### config.mk
export PLATFORM = sky130hd
export DESIGN_NAME = mvma_ram
export DESIGN_NICKNAME = d
export VERILOG_FILES = /design/src/hdl/matrix_vector_multiply_accumulate_core_assert.svh /design/src/hdl/mvma_ram.sv
export SDC_FILE = /design/constraint.sdc
export NUM_CORES = 2
export LEC_CHECK = 0
export BUFFER_PORTS_ARGS = -buffer_cell sky130_fd_sc_hd__buf_2
export CAP_MARGIN = 20
export CORE_MARGIN = 5
export CORE_UTILIZATION = 45
export DETAILED_ROUTE_END_ITERATION = 12
export MAX_ROUTING_LAYER = met4
export PLACE_DENSITY = 0.64
export SKIP_LAST_GASP = 1
export SLEW_MARGIN = 25
export SYNTH_ARGS = -nofsm -noshare
export SYNTH_HDL_FRONTEND = slang
export SYNTH_SLANG_ARGS = --single-unit
### constraint.sdc
create_clock -name clk -period 3.35 [get_ports clk]
set_input_delay 0.335 -clock clk [delete_from_list [all_inputs] [get_ports clk]]
set_output_delay 0.335 -clock clk [all_outputs]
set_load 0.03 [all_outputs]
### src/hdl/matrix_vector_multiply_accumulate_core_assert.svh
// Assertion macros for the matrix-vector multiply-accumulate core
`ifndef MATRIX_VECTOR_MULTIPLY_ACCUMULATE_CORE_ASSERT_SVH
`define MATRIX_VECTOR_MULTIPLY_ACCUMULATE_CORE_ASSERT_SVH
`ifndef ASSERT_OFF
`define MVMA_ASSERT_IMP(lbl, ante, cons, msg) \
  lbl: assert property (@(posedge clk) disable iff (!rst_n) (ante) |-> (cons)) \
    else $error(msg);
`define MVMA_ASSERT_NEXT(lbl, ante, cons, msg) \
  lbl: assert property (@(posedge clk) disable iff (!rst_n) (ante) |=> (cons)) \
    else $error(msg);
`else
`define MVMA_ASSERT_IMP(lbl, ante, cons, msg)
`define MVMA_ASSERT_NEXT(lbl, ante, cons, msg)
`endif
`endif

### src/hdl/mvma_ram.sv
// Simple dual-port synchronous RAM, registered read
module mvma_ram #(
  parameter int WIDTH = 16,
  parameter int DEPTH = 256
) (
  input  logic                     clk,
  input  logic                     we,
  input  logic [$clog2(DEPTH)-1:0] waddr,
  input  logic [WIDTH-1:0]         wdata,
  input  logic                     re,
  input  logic [$clog2(DEPTH)-1:0] raddr,
  output logic [WIDTH-1:0]         rdata
);

  logic [WIDTH-1:0] mem [DEPTH];
  logic [WIDTH-1:0] rdata_r;

  always_ff @(posedge clk) begin
    if (we) begin
      mem[waddr] <= wdata;
    end
  end

  always_ff @(posedge clk) begin
    if (re) begin
      rdata_r <= mem[raddr];
    end
  end

  assign rdata = rdata_r;

endmodule

==> out/qor_table.md <==
| Result | This run | Unit |
|---|---|---|
| Outcome | finished, violations left | - |
| Violations in the final reports | setup timing | - |
| Final standard cell count with taps included and fillers excluded | 13237 | - |
| Internal power | 84.5 | mW |
| Data arrival at the endpoint of the critical path | 4070 | ps |
| Slew at the pin closest to its max-slew limit | 1160 | ps |
| Starting Density | 0.451 | - |
| Sequential cell fraction of total power | 0.527 | - |
| Cell taking the most area after synthesis | sky130_fd_sc_hd__edfxtp_1 | - |
| Kind of path behind the tightest hold check | input pin to flop | - |
| Number of violations of the max-capacitance limit | 0 | - |
| Max-slew violation count | 0 | - |
| Number of global-route vias before repair | 79854 | - |
| Number of hold-slack violations in the final timing report | 0 | - |
| Highest clock rate | 298 | MHz |
| Number of sinks driven by the clock tree | 4112 | - |
| Post-placement setup slack | -508 | ps |
| Net count of the mapped netlist | 7395 | - |
| Die area | 365000 | sq um |
| Most frequent cells after synthesis | sky130_fd_sc_hd__edfxtp_1 (4112), sky130_fd_sc_hd__mux4_2 (797), sky130_fd_sc_hd__mux2i_1 (565) | - |
| TritonCTS Buffers | 409 | - |
| Post-synthesis share of cell area spent on full adders, half adders and majority gates | 0 | - |
| Count of flip-flops with a built-in enable after synthesis | 4112 | - |
| Wire length of the first global-routing pass | 597 | mm |
| Overall overflow remaining after global route | 0 | - |
| Layout net count | 8185 | - |
| Peak fanout along the critical path | 1 | - |
| Worst setup path class | flop to flop | - |
| Share of Yosys cell area claimed by the top area cell type | 0.777 | - |
| Last weighted congestion value of the routability-driven placer | 0.906 | - |
| Proportion of power drawn by the clock network | 0.419 | - |
| Post-DR vias/cell | 6.09 | - |
| Instance count of the mapped netlist | 7360 | - |
| Number of distinct library cell variants in the gate-level netlist after synthesis | 51 | - |
| Crit path required time | 4070 | ps |
| CTS tree | built | - |
| Post-detailed-routing wire length | 421 | mm |
| Post-synth ARST share | 0 | - |
| GRT Overall Usage | 0.233 | - |
| DRC marker count from the first detailed-route iteration | 10258 | - |
| Post-cts sizing count | 0 | - |
| FF+latch count, synth | 4112 | - |
| Register clock-pin slew on the reported worst setup and hold paths | 60 | ps |
| Number of filler instances in the final layout | 27015 | - |
| Cell area power density | 587 | nW/um^2 |
| Share of layout cells above drive strength 1 | 0.277 | - |
| Number of warnings reported in the yosys synthesis log | 0 | - |
| Std cell rows | 218 | - |
| Clock Latency Late Sink | 970 | ps |
| PnR worst setup slack | -3.17 | ps |
| Synthesized area | 159000 | sq um |
| Fraction of the mapped netlist area in simple logic gates | 0.0157 | - |
| XOR/XNOR Fraction of Synth Area | 0 | - |
| Number of antenna violations at the first check in global routing | 22 | - |
| Worst-case headroom to the max-slew limit | 0.225 | - |
| Multiplexer share of the synthesized area | 0.155 | - |
| Setup violation total in the final timing report | 1 | - |
| Fraction of power consumed by combinational cells | 0.054 | - |
| Syn avg cell area | 21.6 | sq um |
| Count of buffers from port buffering | 50 | - |
| H-tree depth reported by CTS | 5 | - |
| Switching Fraction | 0.215 | - |
| Sum of net half-perimeters after detailed placement | 262 | mm |
| Area added between synthesis and finish | 15.5 | % |
| Crit-path cells | mux4_2 -> mux4_2 -> a22o_1 -> o32ai_1 -> buf_4 -> nor4_1 -> buf_12 | - |
| Type of destination of the critical path | flop | - |
| Combinational family with the most area after synthesis | multiplexers | - |
| Antenna-violating nets left | 0 | - |
| Overall die height | 604 | um |
| Most common cell in the synthesized netlist | sky130_fd_sc_hd__edfxtp_1 | - |
| Clock Skews | 46.9 | ps |
| Root cell of the clock tree | sky130_fd_sc_hd__clkbuf_16 | - |
| Most frequent cell on the critical path | sky130_fd_sc_hd__mux4_2 | - |
| Die Wd | 604 | um |
| Static leakage power | 58.7 | nW |
| Top cells by area, synth | sky130_fd_sc_hd__edfxtp_1 (78%), sky130_fd_sc_hd__mux4_2 (11%), sky130_fd_sc_hd__mux2i_1 (3.6%) | - |
| Wire length per cell after detailed routing | 31.8 | um |
| Unrepaired setup endpoints after global routing | false | - |
| Count of placed standard cells including taps | 12451 | - |
| Worst-case clock buffer depth | 4 | - |
| Synth Flop Type | sky130_fd_sc_hd__edfxtp_1 | - |
| Share of the core filled with cells in the final layout | 0.521 | - |
| Compound-gate portion of the synthesized area | 0.0353 | - |
| Maximum cell stage delay along the critical path | 790 | ps |
| Peak supply drop | 0.571 | mV |
| DR vias | 80594 | - |
| Startpoint Class | flop | - |
| I/O pins | 51 | - |
| Detailed-router iteration count before antenna repair | 6 | - |
| Setup TNS | -3.17 | ps |
| NetSw | 23.2 | mW |
| Cell with the largest stage delay on the worst path | sky130_fd_sc_hd__o32ai_1 | - |
| Period Utilization, post-route | 1.00 | - |
| Sequential cell area fraction in the yosys report | 0.777 | - |
| Largest net degree at the start of global routing | 125 | - |
| Core Region | 352000 | sq um |
| Final critical path time including I/O delays and setup | 3350 | ps |
| Count of unresolved DRC violations after routing | 0 | - |
[final timing paths]
check	start	to	slack, ps	cells past startpoint
max	mem[54][3]	rdata[3]	-3	7
min	waddr[4]	mem[249][4]	130	3
max reg2reg	mem[54][3]	rdata[3]	-3	7
min reg2reg	mem[192][9]	rdata[9]	1130	6
[registers in the layout, summed over array words and instances (netlist names)]
signal	flops
mem	4096
rdata	16
[area by class of cell]
cell class,count,area (sq um),area share
multi-input cells,2792,32900,0.179
clock inverters,260,2560,0.0140
diodes,16,40.0,0.000218
inverters,4,27.5,0.000150
well taps,4730,5920,0.0323
repair buffers,831,7920,0.0432
clock buffers,492,10600,0.0577
flip-flops and latches,4112,123000,0.673
[worst max-delay path: cells and delay by family (launching register included)]
kind / cells / cell delay [ps]
flip-flops: 1 / 370
AO/OA/AOI/OAI: 2 / 1230
AND/OR/NAND/NOR: 1 / 90
multiplexers: 2 / 990
buffers and inverters: 2 / 430
[cells in the final DEF, fill, tap and decap left out, drive strengths merged, types with 24 or more instances in the layout]
cell type  count
clkinv       180
edfxtp      4112
a22oi         43
mux2i        565
o22ai        148
a221oi        28
a22o          32
nand3         35
nand2         38
mux2          88
buf          813
clkinvlp      24
nor2         304
clkbuf       493
nand4         26
o221ai       253
bufinv        40
nor3          92
o21ai         38
mux4         797
a21oi        175
[metal layers]
layer	GRT usage	up-vias	routed length [um]
li1	-	32933	-
met1	0.320	42708	165000
met2	0.358	4250	200000
met3	0.0413	703	40400
met4	0.0787	0	16000
met5	-	-	0
[power groups by stage]
stage          Clock [mW]  Combinational, mW  Sequential, mW
5_1_grt              47.9               6.02            56.8
3_5_place_dp            0               5.75            57.9
2_1_floorplan           0               2.80            57.9
6_report             45.1               5.79            56.8
3_3_place_gp            0               5.65            57.9
4_1_cts              45.7               5.78            56.8
[cells by family (layout without fill, tap and decap cells)]
| logic type | after synthesis | in the layout |
|---|---|---|
| DFF | 4112 | 4112 |
| buffers and inverters | 456 | 1587 |
| muxes | 1450 | 1450 |
| AOI/OAI and AO/OA | 786 | 786 |
| other | 0 | 16 |
| and+or+nand+nor | 556 | 556 |
[through the flow]
stage	total power, mW	hold WS, ps	instance area [sq um]
2_1_floorplan	60.7	434	159000
3_3_place_gp	63.5	757	170000
3_5_place_dp	63.6	762	170000
4_1_cts	108	74.2	183000
5_1_grt	111	143	183000
6_report	108	125	183000
[repair_timing]
action	4_1_cts	5_1_grt
hold buffers	17	0
endpoints found under the hold margin	825	0
buffers inserted	0	0
(Power assumes the default switching activity.)
