--- src/hdl/matrix_vector_multiply_accumulate_core_assert.svh ---
// Assertion macros for the matrix-vector multiply-accumulate core
`ifndef MATRIX_VECTOR_MULTIPLY_ACCUMULATE_CORE_ASSERT_SVH
`define MATRIX_VECTOR_MULTIPLY_ACCUMULATE_CORE_ASSERT_SVH
`ifndef ASSERT_OFF
`define MVMA_ASSERT_IMP(lbl, ante, cons, msg) \
  lbl: assert property (@(posedge clk) disable iff (!rst_n) (ante) |-> (cons)) \
    else $error(msg);
`define MVMA_ASSERT_NEXT(lbl, ante, cons, msg) \
  lbl: assert property (@(posedge clk) disable iff (!rst_n) (ante) |=> (cons)) \
    else $error(msg);
`else
`define MVMA_ASSERT_IMP(lbl, ante, cons, msg)
`define MVMA_ASSERT_NEXT(lbl, ante, cons, msg)
`endif
`endif

--- src/hdl/mvma_pkg.sv ---
// Shared types and constants of the matrix-vector multiply-accumulate core
package mvma_pkg;

  localparam int VAL_W = 16;
  localparam int C_W   = 32;
  localparam int SUM_W = 48;

  localparam logic [1:0] REG_ROWS   = 2'd0;
  localparam logic [1:0] REG_COLS   = 2'd1;
  localparam logic [1:0] REG_SCALE  = 2'd2;
  localparam logic [1:0] REG_TRANSP = 2'd3;

  localparam logic signed [39:0] RES_MAX = 40'sh00_7FFF_FFFF;
  localparam logic signed [39:0] RES_MIN = 40'shFF_8000_0000;

  typedef struct packed {
    logic                    go;
    logic [SUM_W-1:0]        sum;
    logic signed [C_W-1:0]   cin;
    logic signed [VAL_W-1:0] scale;
  } fin_req_t;

  typedef struct packed {
    logic                  valid;
    logic signed [C_W-1:0] value;
    logic                  sat;
  } fin_res_t;

endpackage

--- src/hdl/mvma_finish.sv ---
// Scale, shift, add and saturate unit for a finished output word
module mvma_finish
  import mvma_pkg::*;
(
  input  logic     clk,
  input  logic     rst_n,
  input  fin_req_t req,
  output fin_res_t res
);

  logic [3:0]              ph_r;
  logic [SUM_W-1:0]        sum_r;
  logic signed [C_W-1:0]   cin_r;
  logic signed [VAL_W-1:0] scale_r;
  logic signed [40:0]      p_lo_r;
  logic signed [40:0]      p_hi_r;
  logic signed [63:0]      full_r;
  logic                    valid_r;
  logic signed [C_W-1:0]   value_r;
  logic                    sat_r;

  logic signed [24:0] op;
  logic signed [40:0] mul;
  logic signed [63:0] full_nxt;
  logic signed [39:0] r_nxt;

  // one shared 16x25 multiplier, low half then high half of the sum
  assign op       = ph_r[1] ? $signed({sum_r[47], sum_r[47:24]}) : $signed({1'b0, sum_r[23:0]});
  assign mul      = scale_r * op;
  assign full_nxt = (64'(p_hi_r) <<< 24) + 64'(p_lo_r);
  assign r_nxt    = 40'(cin_r) + 40'($signed(full_r[63:26]));

  always_ff @(posedge clk) begin
    if (!rst_n) begin
      ph_r    <= '0;
      valid_r <= 1'b0;
    end else begin
      ph_r    <= {ph_r[2:0], req.go};
      valid_r <= ph_r[3];
    end
  end

  always_ff @(posedge clk) begin
    if (req.go) begin
      sum_r   <= req.sum;
      cin_r   <= req.cin;
      scale_r <= req.scale;
    end
    if (ph_r[0]) begin
      p_lo_r <= mul;
    end
    if (ph_r[1]) begin
      p_hi_r <= mul;
    end
    if (ph_r[2]) begin
      full_r <= full_nxt;
    end
    if (ph_r[3]) begin
      if (r_nxt > RES_MAX) begin
        value_r <= C_W'(RES_MAX);
        sat_r   <= 1'b1;
      end else if (r_nxt < RES_MIN) begin
        value_r <= C_W'(RES_MIN);
        sat_r   <= 1'b1;
      end else begin
        value_r <= C_W'(r_nxt);
        sat_r   <= 1'b0;
      end
    end
  end

  assign res.valid = valid_r;
  assign res.value = value_r;
  assign res.sat   = sat_r;

endmodule

--- config.mk ---
export PLATFORM = sky130hd
export DESIGN_NAME = mvma_finish
export DESIGN_NICKNAME = d
export VERILOG_FILES = /design/src/hdl/matrix_vector_multiply_accumulate_core_assert.svh /design/src/hdl/mvma_pkg.sv /design/src/hdl/mvma_finish.sv
export SDC_FILE = /design/constraint.sdc
export NUM_CORES = 1
export LEC_CHECK = 0
export ABC_CLOCK_PERIOD_IN_PS = 8700
export BUFFER_PORTS_ARGS = -buffer_cell sky130_fd_sc_hd__buf_2
export CORE_MARGIN = 2
export CORE_UTILIZATION = 47
export CTS_BUF_LIST = sky130_fd_sc_hd__clkbuf_2
export DETAILED_ROUTE_END_ITERATION = 16
export PLACE_DENSITY = 0.74
export SYNTH_ARGS = -nofsm -noshare
export SYNTH_HDL_FRONTEND = slang
export SYNTH_SLANG_ARGS = --single-unit
--- constraint.sdc ---
create_clock -name clk -period 8.7 [get_ports clk]
set_input_delay 0.435 -clock clk [delete_from_list [all_inputs] [get_ports clk]]
set_output_delay 0.435 -clock clk [all_outputs]
set_load 0.01 [all_outputs]
==> summary.md <==
| Metric | Value |
|---|---|
| Synth Register Bits | `229` |
| Worst Setup Start Kind | `flip-flop` |
| Unrepaired setup endpoints after global routing | `no` |
| Cts bufs inserted | `61` |
| Worst Skew | `0.0869 ns` |
| Largest net degree at the start of global routing | `81` |
| Final hold violation count | `0` |
| CTS H-tree lvls | `2` |
| Total GRT Usage | `21.9%` |
| Cell family with most CP delay | `adder cells` |
| CP max stage cell | `dfxtp_4` |
| Clock network latency to the later pin of the worst-skew pair | `1.10 ns` |
| CTS resizes | `0` |
| Fmax | `0.139 GHz` |
| Status | `finished, final reports clean` |
| DR WL/cell | `17.2 um` |
| Root buffer cell | `clkbuf_2` |
| Worst min path class | `in2reg` |
| Sum Neg Setup Slack | `0 ns` |
| Setup ws final | `1.51 ns` |
| Net count, final | `3404` |
| Dominant cell type by area after synthesis | `fa_1` |
| CP cell instances | `mux2_2, and2_1, fa_1, inv_1, fa_1, fa_1, inv_1, fa_1, fa_1, inv_1, fa_1, inv_1, ha_1, nand4_1, nor4_1, nor2_1, a2111o_1, nand2b_1, a31o_2, nand2_1, o21ba_2, a21oi_1, xor2_1` |
| Setup crit end kind | `flip-flop` |
| Area of the multi-input gates | `0.0165 mm^2` |
| Cell repeated most along the worst path | `fa_1` |
| Worst slew pin tran | `1.19 ns` |
| DP Area | `0.0267 mm^2` |
| Post-Synthesis Cells | `2437` |
| Vias per Instance | `5.21` |
| Async set-or-reset flop fraction in the synthesized netlist | `0%` |
| Remaining DRCs | `0` |
| Post-Route WL | `59900 um` |
| Dpl ws | `1.59 ns` |
| Die Span X | `237 um` |
| CP peak stage delay | `0.59 ns` |
| Vias post-DR | `18100` |
| Sequential share of the synthesized area | `26.7%` |
| Fraction of layout cells with a size suffix above 1 | `11.5%` |
| First-pass GRT wire length | `98200 um` |
| Final setup fails | `0` |
| RePlAce Congestion | `0.882` |
| Relative slew slack | `20.6%` |
| Initial antenna violation count | `1` |
| Die H | `237 um` |
| Post-synth EDFFs | `224` |
| Fillcell total | `4602` |
| Syn_nets | `3101` |
| Max Root-Sink Buffers | `3` |
| Final Cycle Share | `82.7%` |
| GR Overflow Total | `0` |
| Row count | `85` |
| Worst-path maximum fanout | `26` |
| Syn_area_per_cell | `10.5 um^2` |
| Setup Buffers After CTS | `0` |
| Cell variety after synth | `73` |
| CP bufs+invs | `4` |
| CTS sink cnt | `229` |
| Antenna viol nets, final | `0` |
| I/O pin count | `133` |
| DP HPWL | `45500 um` |
| Die area | `0.0563 mm^2` |
| Ys flop type | `edfxtp_1` |
| Top-area cell type share of the netlist area | `30.5%` |
| Initial Util | `47.5%` |
| Post-Syn Area | `0.0256 mm^2` |
| Min cycle time layout | `7.19 ns` |
| Register area | `0.00683 mm^2` |
| Cts hold-fix bufs | `180` |
| Core Area | `0.0538 mm^2` |
| CTS clk-pin slew, worst paths | `0.09 ns` |
| Layout overhead on the synthesized area | `14.4%` |
| # port buffers | `132` |
| TritonCTS clock tree | `yes` |
| DR iter-0 viols | `1040` |
| Ys Warns | `0` |
| CP required | `9.57 ns` |
| Main area contributors after synthesis | `fa_1 30%, edfxtp_1 26%, ha_1 8.6%, inv_1 6.9%, nand2_1 4.0%` |
| Post-layout instance area | `0.0292 mm^2` |
| Worst path arrival time | `8.06 ns` |
| Critical Setup Path Class | `reg2reg` |
| Max cap viols | `0` |
| 1st-pass router iterations | `8` |
| Pins over their slew limit | `0` |
| Vias in the first global route | `19700` |
-- Yosys cell counts (13+ instances only) --
library cell and instances:
inv_1 469, fa_1 389, nand2_1 270, edfxtp_1 224, ha_1 176, and2_1 155
a21oi_1 96, xnor2_1 74, nor2_1 72, clkbuf_1 67, o21ai_0 52, a21o_1 42
xor2_1 37, o21ai_2 32, mux2_2 23, nand3_1 23, nor2b_1 23, nand4_1 21
and3_1 14, o21bai_1 13
-- stage by stage --
stage                     utilization [%]  hold WS (ns)  instances
after floorplan                         -         0.534       2437
after global placement               49.7         0.533       3189
after detailed placement             49.7         0.530       3189
after CTS                            54.2      0.000644       3479
after global routing                 54.3       0.00482       3484
final                                54.3        0.0988       3485
-- cells in the final DEF (no fill, tap or decap), drive strengths merged, types with 38 or more instances in the layout --
cell type and count:
o21ai 87, a21o 43, dlygate4sd3 184, clkbuf 78, ha 176, xnor2 74
fa 389, inv 470, a21oi 96, nand2 271, buf 143, edfxtp 224
nor2 73, and2 155, xor2 38
-- logic make-up after synthesis --
group                    after synthesis  share of synthesized area [%]
AND/OR/NAND/NOR                      623                           11.8
adder cells (fa/ha/maj)              565                           39.1
buffers and inverters                556                           8.59
AO/OA/AOI/OAI                        327                           8.83
flip-flops                           229                           26.7
XOR/XNOR                             112                           3.87
multiplexers                          25                           1.11
-- routing by layer --
layer,GRT usage [%],part of all wire [%]
met4,8.20,3.4
met3,5.21,7.8
met5,0,0
met2,37.3,48
met1,27.3,41
-- registers in the layout, indices dropped and copies added (netlist names) --
name	cells
ph_r	4
sat_r	1
cin_r	32
scale_r	16
value_r	32
p_lo_r	17
sum_r	48
valid_r	1
p_hi_r	40
full_r	38
-- worst paths after layout --
kind / startpoint / to / slack (ns) / depth (start not counted)
hold reg to reg: ph_r[3] / valid_r / 0.52 / 1
setup reg to reg: ph_r[1] / p_lo_r[37] / 1.51 / 23
hold / removal: req[92] / sum_r[44] / 0.1 / 2
setup / recovery: ph_r[1] / p_lo_r[37] / 1.51 / 23
-- area by class of cell --
| cell class | instances | area share (%) |
|---|---|---|
| antenna | 2 | 0.0171 |
| clock buffer | 78 | 1.34 |
| clock inverter | 32 | 0.869 |
| inverter | 469 | 6.02 |
| multi-input combinational | 1652 | 56.6 |
| sequential | 229 | 23.4 |
| tap | 696 | 2.98 |
| timing repair buffer | 327 | 8.85 |
Power is not shown: default switching activity piles up to over one toggle a cycle in this logic, so the estimate is an artifact.
